File: config.mk
export PLATFORM = sky130hd
export DESIGN_NAME = lnhf_front
export DESIGN_NICKNAME = d
export VERILOG_FILES = /design/src/rtl/lnhf_pkg.sv /design/src/rtl/lnhf_front.sv
export SDC_FILE = /design/constraint.sdc
export NUM_CORES = 2
export LEC_CHECK = 0
export BUFFER_PORTS_ARGS = -buffer_cell sky130_fd_sc_hd__buf_2
export CELL_PAD_IN_SITES_DETAIL_PLACEMENT = 0
export CELL_PAD_IN_SITES_GLOBAL_PLACEMENT = 2
export CORE_UTILIZATION = 28
export CTS_CLUSTER_SIZE = 28
export DETAILED_ROUTE_END_ITERATION = 8
export PLACE_DENSITY_LB_ADDON = 0.1
export SKIP_CTS_REPAIR_TIMING = 1
export SLEW_MARGIN = 5
export SYNTH_ARGS = -nofsm -noshare
export SYNTH_HDL_FRONTEND = slang
export SYNTH_SLANG_ARGS = --single-unit
export TNS_END_PERCENT = 20
File: constraint.sdc
create_clock -name clk -period 9 [get_ports clk]
set_input_delay 0.45 -clock clk [delete_from_list [all_inputs] [get_ports clk]]
set_output_delay 0.45 -clock clk [all_outputs]
set_load 0.05 [all_outputs]
File: src/rtl/lnhf_pkg.sv
package lnhf_pkg;

  localparam int LIST_INDEX_BITS = 16;

  localparam int WIRE_W  = 13;
  localparam int TIME_W  = 18;
  localparam int IDX_W   = 16;
  localparam int SLOPE_W = 24;
  localparam int SCALE_W = 16;
  localparam int LIMIT_W = 16;

  localparam int ADDR_W     = 5;
  localparam int DATA_W     = 32;
  localparam int REG_IDX_W  = ADDR_W - 2;

  localparam int DW_W        = WIRE_W + 1;
  localparam int DT_W        = TIME_W + 1;
  localparam int PROD_W      = SLOPE_W + DT_W;
  localparam int P_SHIFT     = 12;
  localparam int N_W         = PROD_W + P_SHIFT;
  localparam int MAG_W       = N_W - 1;
  localparam int ONE_SHIFT   = 32;
  localparam int DEN_W       = 2 * SLOPE_W - 1;
  localparam int Q_W         = 31;
  localparam int FRAC_W      = 16;
  localparam int FEED_SRC_W  = Q_W - FRAC_W;
  localparam int U_W         = Q_W + 1;
  localparam int VPROD_W     = SLOPE_W + Q_W;
  localparam int SPROD_W     = Q_W + SCALE_W;
  localparam int RES_W       = 34;
  localparam int RM_W        = 32;
  localparam int RPROD_W     = RM_W + SCALE_W;
  localparam int SCALE_SHIFT = 20;
  localparam int C_W         = 28;
  localparam int SQ_W        = 2 * C_W;
  localparam int SUM_W       = SQ_W + 1;
  localparam int LIM_SHIFT   = 4;
  localparam int LIM_W       = LIMIT_W + LIM_SHIFT;
  localparam int LIM_SQ_W    = 2 * LIM_W;

  localparam logic [SCALE_W-1:0] SCALE_RST = SCALE_W'(4096);

  localparam int KEEP_IDX_W = (LIST_INDEX_BITS < IDX_W) ? LIST_INDEX_BITS : IDX_W;
  localparam logic [IDX_W:0] IDX_MASK_FULL = (IDX_W + 1)'(1) << KEEP_IDX_W;
  localparam logic [IDX_W-1:0] IDX_MASK = IDX_W'(IDX_MASK_FULL - 1'b1);

  typedef enum logic [REG_IDX_W-1:0] {
    REG_LINE_SLOPE   = 3'd0,
    REG_START_WIRE   = 3'd1,
    REG_START_TIME   = 3'd2,
    REG_ALONG_LIMIT  = 3'd3,
    REG_ACROSS_LIMIT = 3'd4,
    REG_WIRE_SCALE   = 3'd5,
    REG_TIME_SCALE   = 3'd6
  } reg_idx_t;

  typedef struct packed {
    logic signed [SLOPE_W-1:0] slope;
    logic [SLOPE_W-1:0]        slope_mag;
    logic [DEN_W-1:0]          den;
    logic [WIRE_W-1:0]         start_wire;
    logic [TIME_W-1:0]         start_time;
    logic [SCALE_W-1:0]        wire_scale;
    logic [SCALE_W-1:0]        time_scale;
    logic [LIM_SQ_W-1:0]       along_sq;
    logic [LIM_SQ_W-1:0]       across_sq;
  } cfg_t;

  typedef struct packed {
    logic [IDX_W-1:0]       idx;
    logic signed [DW_W-1:0] dw;
    logic signed [DT_W-1:0] dt;
    logic                   neg;
  } pass_t;

  typedef struct packed {
    pass_t            pass;
    logic [MAG_W-1:0] mag;
  } front_t;

  typedef struct packed {
    pass_t          pass;
    logic [Q_W-1:0] q;
  } quo_t;

endpackage

File: src/rtl/lnhf_front.sv
module lnhf_front (
  input  logic                         clk,
  input  logic                         rst,
  input  logic                         en,
  input  logic                         in_valid,
  input  logic [lnhf_pkg::WIRE_W-1:0]  hit_wire,
  input  logic [lnhf_pkg::TIME_W-1:0]  hit_time,
  input  logic [lnhf_pkg::IDX_W-1:0]   hit_index,
  input  lnhf_pkg::cfg_t               cfg,
  output logic                         out_valid,
  output lnhf_pkg::front_t             out_data
);
  import lnhf_pkg::*;

  logic                     v1, v2, v3;
  logic [IDX_W-1:0]         idx1, idx2, idx3;
  logic signed [DW_W-1:0]   dw1, dw2, dw3;
  logic signed [DT_W-1:0]   dt1, dt2, dt3;
  logic signed [PROD_W-1:0] p2;
  logic signed [N_W-1:0]    n3;

  always_ff @(posedge clk) begin
    if (rst) begin
      v1        <= 1'b0;
      v2        <= 1'b0;
      v3        <= 1'b0;
      out_valid <= 1'b0;
    end else if (en) begin
      v1        <= in_valid;
      v2        <= v1;
      v3        <= v2;
      out_valid <= v3;
    end
  end

  always_ff @(posedge clk) begin
    if (en) begin
      idx1 <= hit_index;
      dw1  <= DW_W'(hit_wire) - DW_W'(cfg.start_wire);
      dt1  <= DT_W'(hit_time) - DT_W'(cfg.start_time);

      idx2 <= idx1;
      dw2  <= dw1;
      dt2  <= dt1;
      p2   <= PROD_W'($signed(cfg.slope)) * PROD_W'(dt1);

      idx3 <= idx2;
      dw3  <= dw2;
      dt3  <= dt2;
      n3   <= (N_W'(dw2) <<< ONE_SHIFT) + (N_W'(p2) <<< P_SHIFT);

      out_data.pass.idx <= idx3;
      out_data.pass.dw  <= dw3;
      out_data.pass.dt  <= dt3;
      out_data.pass.neg <= n3[N_W-1];
      out_data.mag      <= n3[N_W-1] ? MAG_W'(-n3) : MAG_W'(n3);
    end
  end

endmodule

# Word-level counts from Yosys, hierarchy flattened
# Index checks and enable logic that the tools add are counted.
dict set report op_classes {
  n_addsub 4
  muxes 1
  multipliers 1
}
# operator count
set ops {}
lappend ops {{46-bit by 55-bit adder with 55-bit output} 1}
lappend ops {{54-bit two-way mux} 1}
lappend ops {{54-bit negation} 1}
lappend ops {{24-bit by 19-bit multiplier with 43-bit output} 1}
lappend ops {{18-bit by 18-bit subtractor with 19-bit output} 1}
lappend ops {{13-bit by 13-bit subtractor with 14-bit output} 1}
dict set report word_totals {
  regBits 353
  output_inout_bits 105
  elab_cells 26
  in_bits 289
}

# Logic depth before layout (Yosys ltp)
dict set report logic_depth {
  ltp_word 2
  depth_mapped 25
  mapped_depth_nobuf 24
}

# Worst setup path after synthesis
# No wires, ideal clock.
dict set report synth_timing {
  kind {input to register}
  from {input cfg[216] (netlist bit)}
  to {register p2[35] (data pin)}
  path_slack_ns 1.829
  n_path_buf 2
  setup_time_ns 0.258
  arrival_time_ns 6.913
  t_required_ns 8.742
  cell_stages 21
  cell_sequence {clkbuf_1 -> clkbuf_1 -> nand2_1 -> fa_1 -> fa_1 -> inv_1 -> fa_1 -> fa_1 -> fa_1 -> fa_1 -> fa_1 -> ha_1 -> nand4_1 -> or3_1 -> nand3b_1 -> a21o_1 -> a31o_2 -> a31oi_1 -> nor4_1 -> or3_1 -> xnor2_1}
}
dict set report synth_via {
  elab_chain_cells 1
}
# element line_no
set synth_lines {}
lappend synth_lines {{from (decl)} lnhf_front.sv:9} ;# input lnhf_pkg::cfg_t cfg,
lappend synth_lines {{24-bit by 19-bit multiplier with 43-bit output} lnhf_front.sv:45} ;# p2 <= PROD_W'($signed(cfg.slope)) * PROD_W'(dt1);
lappend synth_lines {{to (signal assigned)} lnhf_front.sv:45}
lappend synth_lines {{to (decl)} lnhf_front.sv:19} ;# logic signed [PROD_W-1:0] p2;
# Every way passes these cells.
# A chain may end at the register's enable or synchronous reset.

# Worst setup path after layout
dict set report layout_timing {
  from {register dt1[1]}
  to {register p2[42] (data pin)}
}
dict set report layout_via {
  elab_chain_cells 1
}
# element line_no
set layout_lines {}
lappend layout_lines {{from (decl)} lnhf_front.sv:18} ;# logic signed [DT_W-1:0] dt1, dt2, dt3;
lappend layout_lines {{from (signal assigned)} lnhf_front.sv:40} ;# dt1 <= DT_W'(hit_time) - DT_W'(cfg.start_time);
lappend layout_lines {{24-bit by 19-bit multiplier with 43-bit output} lnhf_front.sv:45}
# Every way passes these cells.

==> results by group <==
Worst setup path
  • Critical path capture point type: flip-flop
  • Crit-path max FO: 26
  • Worst EP arrival: 8410 ps
  • CP most frequent cell: fa_1
  • Worst path max stage delay: 1160 ps
  • Critical path cell sequence: and2_1 -> fa_1 -> fa_1 -> inv_1 -> fa_1 -> inv_1 -> fa_1 -> fa_1 -> fa_1 -> fa_1 -> ha_1 -> nand4_1 -> or3_1 -> a2111oi_0 -> buf_4 -> o21ai_0 -> nand3_1 -> a221oi_1 -> nor3b_1 -> nor3_1 -> xnor2_1
  • Type of origin of the critical path: flip-flop
  • WP buf/inv: 3
  • Crit path kind: flip-flop to flip-flop
  • CP top delay family: adder cells
  • CP Data Required Time: 9330 ps
  • Slowest cell on crit path: edfxtp_1

Routing
  • Drt total wl: 74300 um
  • Drt pass-1 iters: 5
  • Vias/cell: 4.38
  • DRC Markers: 0
  • Drt wl/cell: ~18 um
  • Antenna Violating Nets Remaining: 0
  • Detailed Route Iter0 Violations: 889
  • Vias: 18243

Floorplanning
  • Die height: approximately 330 um
  • I/O Pins: approximately 390
  • Effective utilization at floorplan: 0.283
  • Core Area: 104000 um2
  • Row count: about 120
  • Die X: 326 um
  • Die ar.: 106000 um2

Clock tree
  • H-tree levels: 2
  • Clock Latency Late Sink: about 600 ps
  • Clock transition at the registers of the reported paths: 60 ps
  • CTS tree: yes
  • Clk sinks: ~330
  • TritonCTS Buffers: 41
  • Clock root buffer: clkbuf_16
  • Clock Path Buffers: 3

Synth
  • Asr flop ratio synth: 0
  • Syn Inst Count: about 2600
  • Sequential fraction of the synthesis area: 0.335
  • Top FF cell, synth: edfxtp_1
  • Seq cells post-synth: around 330
  • Cell variety after synth: 67
  • Yosys top cell area share: 0.332
  • Commonest cells in the netlist: inv_1 (492), fa_1 (457), edfxtp_1 (325)
  • Yosys warnings: 0
  • Count leader, synth: inv_1
  • Post-synth design cell area: ~30000 um2
  • Area leader, netlist: edfxtp_1
  • Area contributors post-synth: edfxtp_1 (33%), fa_1 (31%), ha_1 (7.5%)
  • Synthesized area per cell: approximately 12 um2
  • Count of flip-flops with a built-in enable after synthesis: 325

STA
  • Setup TNS: 0 ps
  • Pins Over Slew Limit: 0
  • Skew final: roughly 22 ps
  • Slew headroom: 0.182
  • RSZ-0062 raised after global routing: no
  • Max Clk Rate: 124 MHz
  • Worst slew pin tran: 1230 ps
  • Final setup viols: 0
  • Min cycle time layout: 8080 ps
  • Final Hold Violating Endpoints: 0
  • Final period util: 0.898

Final layout
  • Fin cells: ~4200
  • Layout Utilization: 0.321
  • Area Growth Syn to Fin: 13.5%
  • # fillers: 10608
  • Share of cells above drive strength 1: 0.117
  • Final #Nets: 3675
  • Multi-input gate area: roughly 17000 um2
  • Register Area: 9840 um2

GRT
  • First-pass GRT wire length: 115000 um
  • Vias in the first global route: 19542
  • Gr ovfl total: 0
  • Initial antenna violation count: 2
  • Largest net degree at the start of global routing: roughly 170
  • GRT Total Usage: 0.142

Outcome
  • Status: complete, no violations

Placed design
  • DPL Wire Length: 58100 um
  • Port Buf Inserts: 198
  • RePlAce Congestion: a little under 0.8
  • Placed insts: 4088

Hold path
  • Worst min-delay path category: primary input to flip-flop

Run
  • Max-cap violations: 0
## final cells by class
cell class | instances | share of cell area
Timing Repair Buffer | 236 | 0.0390
Antenna cell | 4 | 0.000300
Multi-Input combinational cell | 1652 | 0.520
Clock inverter | 29 | 0.00795
Tap cell | 1380 | 0.0517
Inverter | 492 | 0.0553
Sequential cell | 329 | 0.295
Clock buffer | 45 | 0.0312
## cell families after synthesis
| group | Yosys count | synth area share |
|---|---|---|
| AND/OR/NAND/NOR | 656 | 0.113 |
| adder cells (fa/ha/maj) | 634 | 0.387 |
| buffers and inverters | 585 | 0.0766 |
| flip-flops | 329 | 0.335 |
| AO/OA/AOI/OAI | 219 | 0.0496 |
| XOR/XNOR | 127 | 0.0379 |
| multiplexers | 4 | 0.00136 |
| other | 1 | 0.000128 |
## per-layer routing
metal	track usage	vias up	wire (um)
li1	-	8436	-
met1	0.182	9461	31500
met2	0.250	271	38500
met3	0.0209	73	2820
met4	0.0351	2	1450
met5	0	-	11
## sequential cells by signal, indices dropped and copies added, names as in the netlist, 19 cells and up
register / flops
out_data: 92
n3: 43
p2: 43
dt1: 19
dt2: 19
dt3: 19
## path summary, 6_finish.rpt
kind / startpoint / to / slack [ps] / cells past startpoint
setup / recovery: dt1[1]$_DFFE_PP_ / p2[42]$_DFFE_PP_ / 920 / 21
hold / removal: hit_index[4] / idx1[4]$_DFFE_PP_ / 40 / 1
setup reg to reg: dt1[1]$_DFFE_PP_ / p2[42]$_DFFE_PP_ / 920 / 21
hold reg to reg: dt2[4]$_DFFE_PP_ / dt3[4]$_DFFE_PP_ / 400 / 0
## cell usage in the layout, fill, tap and decap left out, drive strengths merged, types with 8 or more instances in the layout
master,Yosys,routed
nand3,13,13
inv,492,492
xnor2,99,99
ha,177,177
nor2,72,72
a21o,31,31
nor2b,12,12
edfxtp,325,325
o21a,19,19
or3,14,14
o31ai,13,13
clkinv,0,23
clkbuf,79,45
or4,9,9
o21ai,48,48
conb,1,12
and2,211,211
fa,457,457
a21oi,57,57
nor3,9,9
a31oi,8,8
nand2,270,270
nand2b,20,20
o41ai,8,8
buf,14,235
xor2,28,28
## through the flow
step,setup slack [ps],cell area (um2),hold slack (ps)
detailed placement,897,32000,405
CTS,865,33300,-20.0
global placement,959,32000,400
global route,646,33400,0.510
finish,919,33400,43.6
floorplan,1830,29400,400
Power is left out: the tool's default activity adds up to more than one toggle a clock period on the data nets, which glitch-free logic cannot reach.
