--- config.mk ---
export PLATFORM = sky130hd
export DESIGN_NAME = lnhf_cfg
export DESIGN_NICKNAME = d
export VERILOG_FILES = /design/src/rtl/lnhf_pkg.sv /design/src/rtl/lnhf_cfg.sv
export SDC_FILE = /design/constraint.sdc
export NUM_CORES = 2
export LEC_CHECK = 0
export BUFFER_PORTS_ARGS = -buffer_cell sky130_fd_sc_hd__buf_2
export CAP_MARGIN = 10
export CORE_MARGIN = 5
export CORE_UTILIZATION = 52
export CTS_CLUSTER_DIAMETER = 80
export DETAILED_ROUTE_END_ITERATION = 6
export GPL_ROUTABILITY_DRIVEN = 1
export MAX_ROUTING_LAYER = met4
export PLACE_DENSITY_LB_ADDON = 0.2
export RECOVER_POWER = 25
export SETUP_SLACK_MARGIN = 0.1
export SLEW_MARGIN = 5
export SYNTH_ARGS = -nofsm -noshare
export SYNTH_HDL_FRONTEND = slang
export SYNTH_SLANG_ARGS = --single-unit
--- constraint.sdc ---
create_clock -name clk -period 8.1 [get_ports clk]
set_input_delay 1.215 -clock clk [delete_from_list [all_inputs] [get_ports clk]]
set_output_delay 1.215 -clock clk [all_outputs]
set_load 0.005 [all_outputs]
--- src/rtl/lnhf_pkg.sv ---
package lnhf_pkg;

  localparam int LIST_INDEX_BITS = 16;

  localparam int WIRE_W  = 13;
  localparam int TIME_W  = 18;
  localparam int IDX_W   = 16;
  localparam int SLOPE_W = 24;
  localparam int SCALE_W = 16;
  localparam int LIMIT_W = 16;

  localparam int ADDR_W     = 5;
  localparam int DATA_W     = 32;
  localparam int REG_IDX_W  = ADDR_W - 2;

  localparam int DW_W        = WIRE_W + 1;
  localparam int DT_W        = TIME_W + 1;
  localparam int PROD_W      = SLOPE_W + DT_W;
  localparam int P_SHIFT     = 12;
  localparam int N_W         = PROD_W + P_SHIFT;
  localparam int MAG_W       = N_W - 1;
  localparam int ONE_SHIFT   = 32;
  localparam int DEN_W       = 2 * SLOPE_W - 1;
  localparam int Q_W         = 31;
  localparam int FRAC_W      = 16;
  localparam int FEED_SRC_W  = Q_W - FRAC_W;
  localparam int U_W         = Q_W + 1;
  localparam int VPROD_W     = SLOPE_W + Q_W;
  localparam int SPROD_W     = Q_W + SCALE_W;
  localparam int RES_W       = 34;
  localparam int RM_W        = 32;
  localparam int RPROD_W     = RM_W + SCALE_W;
  localparam int SCALE_SHIFT = 20;
  localparam int C_W         = 28;
  localparam int SQ_W        = 2 * C_W;
  localparam int SUM_W       = SQ_W + 1;
  localparam int LIM_SHIFT   = 4;
  localparam int LIM_W       = LIMIT_W + LIM_SHIFT;
  localparam int LIM_SQ_W    = 2 * LIM_W;

  localparam logic [SCALE_W-1:0] SCALE_RST = SCALE_W'(4096);

  localparam int KEEP_IDX_W = (LIST_INDEX_BITS < IDX_W) ? LIST_INDEX_BITS : IDX_W;
  localparam logic [IDX_W:0] IDX_MASK_FULL = (IDX_W + 1)'(1) << KEEP_IDX_W;
  localparam logic [IDX_W-1:0] IDX_MASK = IDX_W'(IDX_MASK_FULL - 1'b1);

  typedef enum logic [REG_IDX_W-1:0] {
    REG_LINE_SLOPE   = 3'd0,
    REG_START_WIRE   = 3'd1,
    REG_START_TIME   = 3'd2,
    REG_ALONG_LIMIT  = 3'd3,
    REG_ACROSS_LIMIT = 3'd4,
    REG_WIRE_SCALE   = 3'd5,
    REG_TIME_SCALE   = 3'd6
  } reg_idx_t;

  typedef struct packed {
    logic signed [SLOPE_W-1:0] slope;
    logic [SLOPE_W-1:0]        slope_mag;
    logic [DEN_W-1:0]          den;
    logic [WIRE_W-1:0]         start_wire;
    logic [TIME_W-1:0]         start_time;
    logic [SCALE_W-1:0]        wire_scale;
    logic [SCALE_W-1:0]        time_scale;
    logic [LIM_SQ_W-1:0]       along_sq;
    logic [LIM_SQ_W-1:0]       across_sq;
  } cfg_t;

  typedef struct packed {
    logic [IDX_W-1:0]       idx;
    logic signed [DW_W-1:0] dw;
    logic signed [DT_W-1:0] dt;
    logic                   neg;
  } pass_t;

  typedef struct packed {
    pass_t            pass;
    logic [MAG_W-1:0] mag;
  } front_t;

  typedef struct packed {
    pass_t          pass;
    logic [Q_W-1:0] q;
  } quo_t;

endpackage

--- src/rtl/lnhf_cfg.sv ---
module lnhf_cfg (
  input  logic                         clk,
  input  logic                         rst,
  input  logic                         psel,
  input  logic                         penable,
  input  logic                         pwrite,
  input  logic [lnhf_pkg::ADDR_W-1:0]  paddr,
  input  logic [lnhf_pkg::DATA_W-1:0]  pwdata,
  output logic [lnhf_pkg::DATA_W-1:0]  prdata,
  output lnhf_pkg::cfg_t               cfg
);
  import lnhf_pkg::*;

  logic [SLOPE_W-1:0]          line_slope;
  logic [WIRE_W-1:0]           start_wire;
  logic [TIME_W-1:0]           start_time;
  logic [LIMIT_W-1:0]          along_limit;
  logic [LIMIT_W-1:0]          across_limit;
  logic [SCALE_W-1:0]          wire_scale;
  logic [SCALE_W-1:0]          time_scale;
  logic                        wr;
  reg_idx_t                    idx;
  logic signed [2*SLOPE_W-1:0] slope_sq;
  logic [LIM_W-1:0]            along_lim;
  logic [LIM_W-1:0]            across_lim;
  logic [DEN_W-1:0]            den;
  logic [SLOPE_W-1:0]          slope_mag;
  logic [LIM_SQ_W-1:0]         along_sq;
  logic [LIM_SQ_W-1:0]         across_sq;

  assign wr  = psel && penable && pwrite;
  assign idx = reg_idx_t'(paddr[ADDR_W-1:2]);

  always_ff @(posedge clk) begin
    if (rst) begin
      line_slope   <= '0;
      start_wire   <= '0;
      start_time   <= '0;
      along_limit  <= '0;
      across_limit <= '0;
      wire_scale   <= SCALE_RST;
      time_scale   <= SCALE_RST;
    end else if (wr) begin
      case (idx)
        REG_LINE_SLOPE:   line_slope   <= pwdata[SLOPE_W-1:0];
        REG_START_WIRE:   start_wire   <= pwdata[WIRE_W-1:0];
        REG_START_TIME:   start_time   <= pwdata[TIME_W-1:0];
        REG_ALONG_LIMIT:  along_limit  <= pwdata[LIMIT_W-1:0];
        REG_ACROSS_LIMIT: across_limit <= pwdata[LIMIT_W-1:0];
        REG_WIRE_SCALE:   wire_scale   <= pwdata[SCALE_W-1:0];
        REG_TIME_SCALE:   time_scale   <= pwdata[SCALE_W-1:0];
        default: ;
      endcase
    end
  end

  always_comb begin
    case (idx)
      REG_LINE_SLOPE:   prdata = DATA_W'(line_slope);
      REG_START_WIRE:   prdata = DATA_W'(start_wire);
      REG_START_TIME:   prdata = DATA_W'(start_time);
      REG_ALONG_LIMIT:  prdata = DATA_W'(along_limit);
      REG_ACROSS_LIMIT: prdata = DATA_W'(across_limit);
      REG_WIRE_SCALE:   prdata = DATA_W'(wire_scale);
      REG_TIME_SCALE:   prdata = DATA_W'(time_scale);
      default:          prdata = '0;
    endcase
  end

  // precompute terms that depend on the registers only
  assign slope_sq   = (2*SLOPE_W)'($signed(line_slope)) * (2*SLOPE_W)'($signed(line_slope));
  assign along_lim  = {along_limit, LIM_SHIFT'(0)};
  assign across_lim = {across_limit, LIM_SHIFT'(0)};

  always_ff @(posedge clk) begin
    den       <= DEN_W'(slope_sq) + (DEN_W'(1) << ONE_SHIFT);
    slope_mag <= line_slope[SLOPE_W-1] ? SLOPE_W'(-line_slope) : line_slope;
    along_sq  <= LIM_SQ_W'(along_lim) * LIM_SQ_W'(along_lim);
    across_sq <= LIM_SQ_W'(across_lim) * LIM_SQ_W'(across_lim);
  end

  always_comb begin
    cfg.slope      = $signed(line_slope);
    cfg.slope_mag  = slope_mag;
    cfg.den        = den;
    cfg.start_wire = start_wire;
    cfg.start_time = start_time;
    cfg.wire_scale = wire_scale;
    cfg.time_scale = time_scale;
    cfg.along_sq   = along_sq;
    cfg.across_sq  = across_sq;
  end

endmodule

# Word level (Yosys, flattened, before mapping)
# Cells that the tools add are included.
dict set report totals {
  regBits 254
  in_bits 42
  out_inout_bits 270
  elab_cells 35
}
dict set report op_classes {
  add_sub_neg 2
  n_mul 3
  n_eq_ne 6
  n_mux 2
  n_reduce_logical 10
}
# op n
set op_table {}
lappend op_table {{one-hot mux 24 bit (7 select lines)} 1}
lappend op_table {{multiplier 16 x 16 -> 32 bit} 2}
lappend op_table {{adder 47 x 34 -> 47 bit (second input constant)} 1}
lappend op_table {{multiplier 24 x 24 -> 47 bit} 1}
lappend op_table {{negator 24 bit} 1}
lappend op_table {{2-to-1 mux 23 bit} 1}
lappend op_table {{AND reduction 2 bit} 7}
lappend op_table {{== test 3 bit (second input constant)} 3}
lappend op_table {{== test 3 x 2 -> 1 bit (second input constant)} 2}
lappend op_table {{== test 3 x 1 -> 1 bit (second input constant)} 1}
lappend op_table {{logical NOT 3 bit} 1}
lappend op_table {{logical AND 1 bit} 2}

# Depth between registers and ports, before layout
dict set report depth {
  depth_word 3
  mapped_depth 28
  mapped_depth_nobuf 25
}

# Worst setup path before layout
# Ideal clock, no wire load.
dict set report synth_timing {
  kind {reg2reg}
  start {reg line_slope[23]}
  end {reg den[45]}
  setup_ns 0.095
  arrival_time_ns 7.186
  required_time_ns 8.005
  slack_ns 0.819
  stages_incl_launch_ff 25
  path_buffers 2
  period_less_slack_ns 7.281
  path_cell_list {dfxtp_1 > clkbuf_1 > clkbuf_1 > and2_1 > fa_1 > fa_1 > inv_1 > fa_1 > inv_1 > fa_1 > fa_1 > fa_1 > inv_1 > fa_1 > inv_1 > ha_1 > a21oi_1 > o21ai_0 > or3_1 > o21ba_1 > a2111oi_2 > nor3_2 > a41oi_2 > a21oi_2 > o311ai_1}
}
dict set report synth_via {
  elab_chain_cells 2
}
# element line
set synth_lines {}
lappend synth_lines {{start, declared} lnhf_cfg.sv:14} ;# logic [SLOPE_W-1:0] line_slope;
lappend synth_lines {{start signal, assigned} lnhf_cfg.sv:45} ;# REG_LINE_SLOPE: line_slope <= pwdata[SLOPE_W-1:0];
lappend synth_lines {{multiplier 24 x 24 -> 47 bit} lnhf_cfg.sv:71} ;# assign slope_sq = (2*SLOPE_W)'($signed(line_slope)) * (2*SLOPE_W)'($signed(line_slope));
lappend synth_lines {{adder 47 x 34 -> 47 bit} lnhf_cfg.sv:76} ;# den <= DEN_W'(slope_sq) + (DEN_W'(1) << ONE_SHIFT);
lappend synth_lines {{end signal, assigned} lnhf_cfg.sv:76}
lappend synth_lines {{end, declared} lnhf_cfg.sv:26} ;# logic [DEN_W-1:0] den;
# Every way passes these cells.
# A chain may end at the register's enable or synchronous reset.

# Worst setup path in the final report
dict set report layout_timing {
  start {reg line_slope[10]}
  end {reg den[46]}
}
# The elaborated chain is that of the path after synthesis.

==> flow_summary_export.csv <==
group,metric,value,unit
logic_synthesis,async_reset_ff_frac,0,
drt,antenna_left,0,
timing,hold_viol_final,0,
critical_path,worstPathBufferInverterCount,8,
critical_path,r2r_slack,0.53,ns
min_path,min_from,"start_time[3]$_SDFFE_PP0P_",
logic_synthesis,synth_cell_type_count,77,
critical_path,worstSetupPathType,"register to register",
clocking,cts-root-buf,"sky130_fd_sc_hd__clkbuf_16",
logic_synthesis,ff_latch_count_synth,250,
final_layout,design.final.nets,6019,
critical_path,critPathTopFamily,"adder cells",
logic_synthesis,postSynthAreaPerCell,9.259,um^2
clocking,cts_buffer_depth,3,
final_layout,final_cell_count_no_fill,5832,
critical_path,cpPeakStageDelay,0.71,ns
final_layout,area_delta_synth_final,9.834,%
logic_synthesis,synth_cells,4492,
die,initial_core_util,0.5256,
die,coreArea,79130,um^2
global_route,first_global_vias,32420,
critical_path,timing.critical_path.slowest_stage_cell,"sky130_fd_sc_hd__a21oi_1",
place,post-dp-hpwl,89730,um
global_route,grt_start_max_net_pins,64,
pwr,power_per_cell_area,68.39,nW/um^2
clocking,clkSlewWorstSetupHoldPaths,0.06,ns
timing,timing.final.setup_violations,0,
critical_path,startpoint,"line_slope[10]$_SDFFE_PP0P_",
timing,max_slew_margin,0.2158,
drt,post_drt_wl_per_cell,18.68,um
logic_synthesis,yosysWarningCount,0,
die,floorplan.rows,103,
pwr,power.leakage,24.37,nW
drt,drcViolationCount,0,
clocking,clock_tree.htree_level_count,2,
clocking,clock_tree_from_tritoncts,"built",
logic_synthesis,synth_sequential_area_ratio,0.1203,
drt,first_iter_violations,1720,
timing,hold_ws,0.4709,ns
global_route,antenna_found_initial,3,
critical_path,path_max_fanout,25,
logic_synthesis,synth-edff-count,0,
die,die_outline_area,85740,um^2
critical_path,reg2regPathDepth,26,
logic_synthesis,synth.cell_area,41590,um^2
timing,fmaxAchievable,132.1,MHz
final_layout,finalInstanceArea,45680,um^2
logic_synthesis,ys_dominant_reg_cell,"sky130_fd_sc_hd__dfxtp_1",
run_status,outcome,"complete, no violations",
place,port_buffers,274,
drt,viasPerCell,5.153,
critical_path,r2r_end,"den[46]$_DFF_P_",
min_path,hold_class,"register to register",
pwr,peakVddDrop,0.0001219,V
timing,grt_setup_unrepaired,"false",
critical_path,kind_of_start_point_of_the_critical_path,"register",
clocking,clock_latency,0.58,ns
final_layout,multiInputGateArea,31580,um^2
final_layout,nFillCells,7140,
logic_synthesis,post-synth-top-area-cell,"sky130_fd_sc_hd__fa_1",
place,placed_cells_incl_taps,5762,
timing,final_min_period_over_clock_period,0.9347,
die,floorplan.die.width,292.8,um
clocking,cts.sink_count,250,
critical_path,critical_path_required,8.60,ns
clocking,cts-buffers-inserted,36,
timing,timing_worst_slew_pin_value,1.172,ns
timing,timing.final.crit_period,7.571,ns
timing,finalMaxSlewViolations,0,
min_path,hold_path_end,"start_time[3]$_SDFFE_PP0P_",
timing,setup-tns-final,0,ns
final_layout,seq_area,5026,um^2
timing,finalClockSkew,0.01965,ns
global_route,global_route.overflow_total,0,
die,die_height,292.8,um
place,placedInstanceArea,44470,um^2
logic_synthesis,synth.top_cells.by_area,"sky130_fd_sc_hd__fa_1 (42%), sky130_fd_sc_hd__dfxtp_1 (12%), sky130_fd_sc_hd__ha_1 (10%), sky130_fd_sc_hd__inv_1 (10%), sky130_fd_sc_hd__nand2_1 (5.0%)",
timing,postLayoutSetupSlackWorst,0.5285,ns
drt,aggregate_routed_wire_length,108900,um
clocking,postCtsSetupBuffers,0,
critical_path,worst-endpoint-arrival,8.07,ns
place,finalWeightedCongestion,0.9053,
logic_synthesis,synth_top_cell_area_share,0.4245,
drt,num_vias,30060,
final_layout,layout-drive-gt1-share,0.09357,
critical_path,critical_path.endpoint_type,"register",
global_route,grt_util_all_layers,0.2702,
drt,drt_first_pass_iters,5,
global_route,grt_first_pass_wirelength,177700,um
critical_path,reg2reg_from,"line_slope[10]$_SDFFE_PP0P_",
run,maxCapViolations,0,
place,place_worst_setup_slack,0.2350,ns
die,pin_count,312,
min_path,holdPathStages,2,
## per-layer routing
| layer | up-vias | part of all wire | wire [um] | track usage |
|---|---|---|---|---|
| met1 | 15100 | 0.42 | 45540 | 0.3571 |
| met5 | - | 0 | 0 | - |
| met4 | 0 | 0.034 | 3720 | 0.07850 |
| met3 | 179 | 0.074 | 8032 | 0.04784 |
| met2 | 946 | 0.47 | 51650 | 0.4332 |
| li1 | 13830 | - | - | - |
## cell usage in the layout (no fill, tap or decap), types with 6 or more instances in the layout
cell	netlist	final
sky130_fd_sc_hd__nand2_1	554	554
sky130_fd_sc_hd__nand3_1	17	17
sky130_fd_sc_hd__buf_2	2	201
sky130_fd_sc_hd__and2_1	197	197
sky130_fd_sc_hd__a31oi_1	11	11
sky130_fd_sc_hd__mux2i_1	29	29
sky130_fd_sc_hd__a22oi_1	6	6
sky130_fd_sc_hd__fa_1	882	882
sky130_fd_sc_hd__dfxtp_2	0	17
sky130_fd_sc_hd__bufinv_16	0	6
sky130_fd_sc_hd__clkbuf_16	0	36
sky130_fd_sc_hd__mux4_2	14	14
sky130_fd_sc_hd__xor2_1	34	34
sky130_fd_sc_hd__a21o_1	36	36
sky130_fd_sc_hd__o211ai_1	7	7
sky130_fd_sc_hd__mux2_2	16	16
sky130_fd_sc_hd__o31ai_1	11	11
sky130_fd_sc_hd__ha_1	345	345
sky130_fd_sc_hd__buf_12	0	6
sky130_fd_sc_hd__and3_1	16	16
sky130_fd_sc_hd__clkbuf_1	150	78
sky130_fd_sc_hd__nand4_1	8	8
sky130_fd_sc_hd__or3_1	10	10
sky130_fd_sc_hd__nor2b_1	41	41
sky130_fd_sc_hd__xnor2_1	117	117
sky130_fd_sc_hd__o21a_1	18	18
sky130_fd_sc_hd__nand2b_1	25	25
sky130_fd_sc_hd__o21bai_1	7	7
sky130_fd_sc_hd__a21oi_1	199	199
sky130_fd_sc_hd__nor2_1	140	140
sky130_fd_sc_hd__conb_1	1	27
sky130_fd_sc_hd__dfxtp_1	250	233
sky130_fd_sc_hd__nor3_1	16	13
sky130_fd_sc_hd__inv_1	1144	1144
sky130_fd_sc_hd__buf_4	28	102
sky130_fd_sc_hd__or2_2	10	10
sky130_fd_sc_hd__o21ai_0	66	66
sky130_fd_sc_hd__a211oi_1	11	11
## synthesized netlist by cell type, types with 7 or more instances
library cell	instances
sky130_fd_sc_hd__mux4_2	14
sky130_fd_sc_hd__and2_1	197
sky130_fd_sc_hd__nor2b_1	41
sky130_fd_sc_hd__buf_1	8
sky130_fd_sc_hd__nor2_1	140
sky130_fd_sc_hd__clkbuf_1	150
sky130_fd_sc_hd__a21o_1	36
sky130_fd_sc_hd__mux2_2	16
sky130_fd_sc_hd__nor3_1	16
sky130_fd_sc_hd__o31ai_1	11
sky130_fd_sc_hd__nand2_1	554
sky130_fd_sc_hd__xor2_1	34
sky130_fd_sc_hd__and3_1	16
sky130_fd_sc_hd__inv_1	1144
sky130_fd_sc_hd__o21ai_0	66
sky130_fd_sc_hd__o21a_1	18
sky130_fd_sc_hd__dfxtp_1	250
sky130_fd_sc_hd__a21oi_1	199
sky130_fd_sc_hd__fa_1	882
sky130_fd_sc_hd__a211oi_1	11
sky130_fd_sc_hd__a31oi_1	11
sky130_fd_sc_hd__or2_2	10
sky130_fd_sc_hd__or3_1	10
sky130_fd_sc_hd__xnor2_1	117
sky130_fd_sc_hd__o21bai_1	7
sky130_fd_sc_hd__o211ai_1	7
sky130_fd_sc_hd__buf_4	28
sky130_fd_sc_hd__nand3_1	17
sky130_fd_sc_hd__ha_1	345
sky130_fd_sc_hd__nand4_1	8
sky130_fd_sc_hd__nand2b_1	25
sky130_fd_sc_hd__mux2i_1	29
## flip-flops by register name, summed over array words and instances, names as in the netlist, 18 cells and up
register    cells
across_sq      31
along_sq       31
den            46
line_slope     24
slope_mag      23
start_time     18
## cells by family (layout without fill, tap and decap cells)
family / after synthesis / count (layout) / synth area share
adder cells (fa/ha/maj): 1227 / 1227 / 0.5283
flip-flops: 250 / 250 / 0.1203
multiplexers: 59 / 59 / 0.01889
XOR/XNOR: 151 / 151 / 0.03180
AO/OA/AOI/OAI: 420 / 420 / 0.06170
other: 1 / 32 / 0.00009016
AND/OR/NAND/NOR: 1050 / 1050 / 0.1157
buffers and inverters: 1334 / 1593 / 0.1232
## repair_timing
item	in CTS	in global routing
endpoints found under the setup margin	0	9
hold buffers	0	0
gates resized for setup	0	16
## per-stage QoR
step / util / power, mW
final: 0.5773 / 3.124
after global routing: 0.5773 / 3.233
after CTS: 0.5781 / 3.173
after detailed placement: 0.5620 / 1.427
after global placement: 0.5620 / 1.426
after floorplan: - / 1.360
## how the worst max path moves through the flow
| stage | end | depth (start not counted) |
|---|---|---|
| finish | den[46]$_DFF_P_ | 26 |
| global route | den[39]$_DFF_P_ | 24 |
| CTS | den[39]$_DFF_P_ | 24 |
| detailed placement | den[39]$_DFF_P_ | 24 |
| global placement | den[39]$_DFF_P_ | 24 |
| floorplan | den[45]$_DFF_P_ | 24 |
## power breakdown
| group | internal, mW | switching [mW] | total (mW) |
|---|---|---|---|
| combinational | 0.0470 | 0.105 | 0.152 |
| clock | 1.05 | 0.671 | 1.72 |
| sequential | 1.24 | 0.0120 | 1.25 |
| total | 2.34 | 0.789 | 3.12 |
## area by class of cell
| class | instances | area share |
|---|---|---|
| Multi-Input combinational cell | 2934 | 0.6914 |
| Antenna cell | 5 | 0.0002739 |
| Inverter | 1145 | 0.09408 |
| Clock inverter | 22 | 0.007039 |
| Timing Repair Buffer | 383 | 0.04749 |
| Sequential cell | 250 | 0.1100 |
| Tap cell | 1050 | 0.02876 |
| Clock buffer | 43 | 0.02095 |
## worst register-to-register path: stages, from the launching register on
cell	delay, ns
sky130_fd_sc_hd__dfxtp_1	0.56
sky130_fd_sc_hd__buf_12	0.26
sky130_fd_sc_hd__nand2_1	0.15
sky130_fd_sc_hd__fa_1	0.52
sky130_fd_sc_hd__inv_1	0.05
sky130_fd_sc_hd__fa_1	0.51
sky130_fd_sc_hd__inv_1	0.06
sky130_fd_sc_hd__fa_1	0.50
sky130_fd_sc_hd__inv_1	0.06
sky130_fd_sc_hd__fa_1	0.50
sky130_fd_sc_hd__inv_1	0.05
sky130_fd_sc_hd__fa_1	0.54
sky130_fd_sc_hd__inv_1	0.05
sky130_fd_sc_hd__fa_1	0.47
sky130_fd_sc_hd__inv_1	0.05
sky130_fd_sc_hd__fa_1	0.47
sky130_fd_sc_hd__inv_1	0.05
sky130_fd_sc_hd__ha_1	0.28
sky130_fd_sc_hd__and3_1	0.18
sky130_fd_sc_hd__and2_1	0.17
sky130_fd_sc_hd__o211ai_1	0.21
sky130_fd_sc_hd__a21oi_1	0.71
sky130_fd_sc_hd__o2111ai_2	0.31
sky130_fd_sc_hd__a21boi_2	0.29
sky130_fd_sc_hd__nor2_1	0.14
sky130_fd_sc_hd__o21ai_0	0.24
sky130_fd_sc_hd__xnor2_1	0.14
No activity file was read; power rests on OpenSTA's default activity.
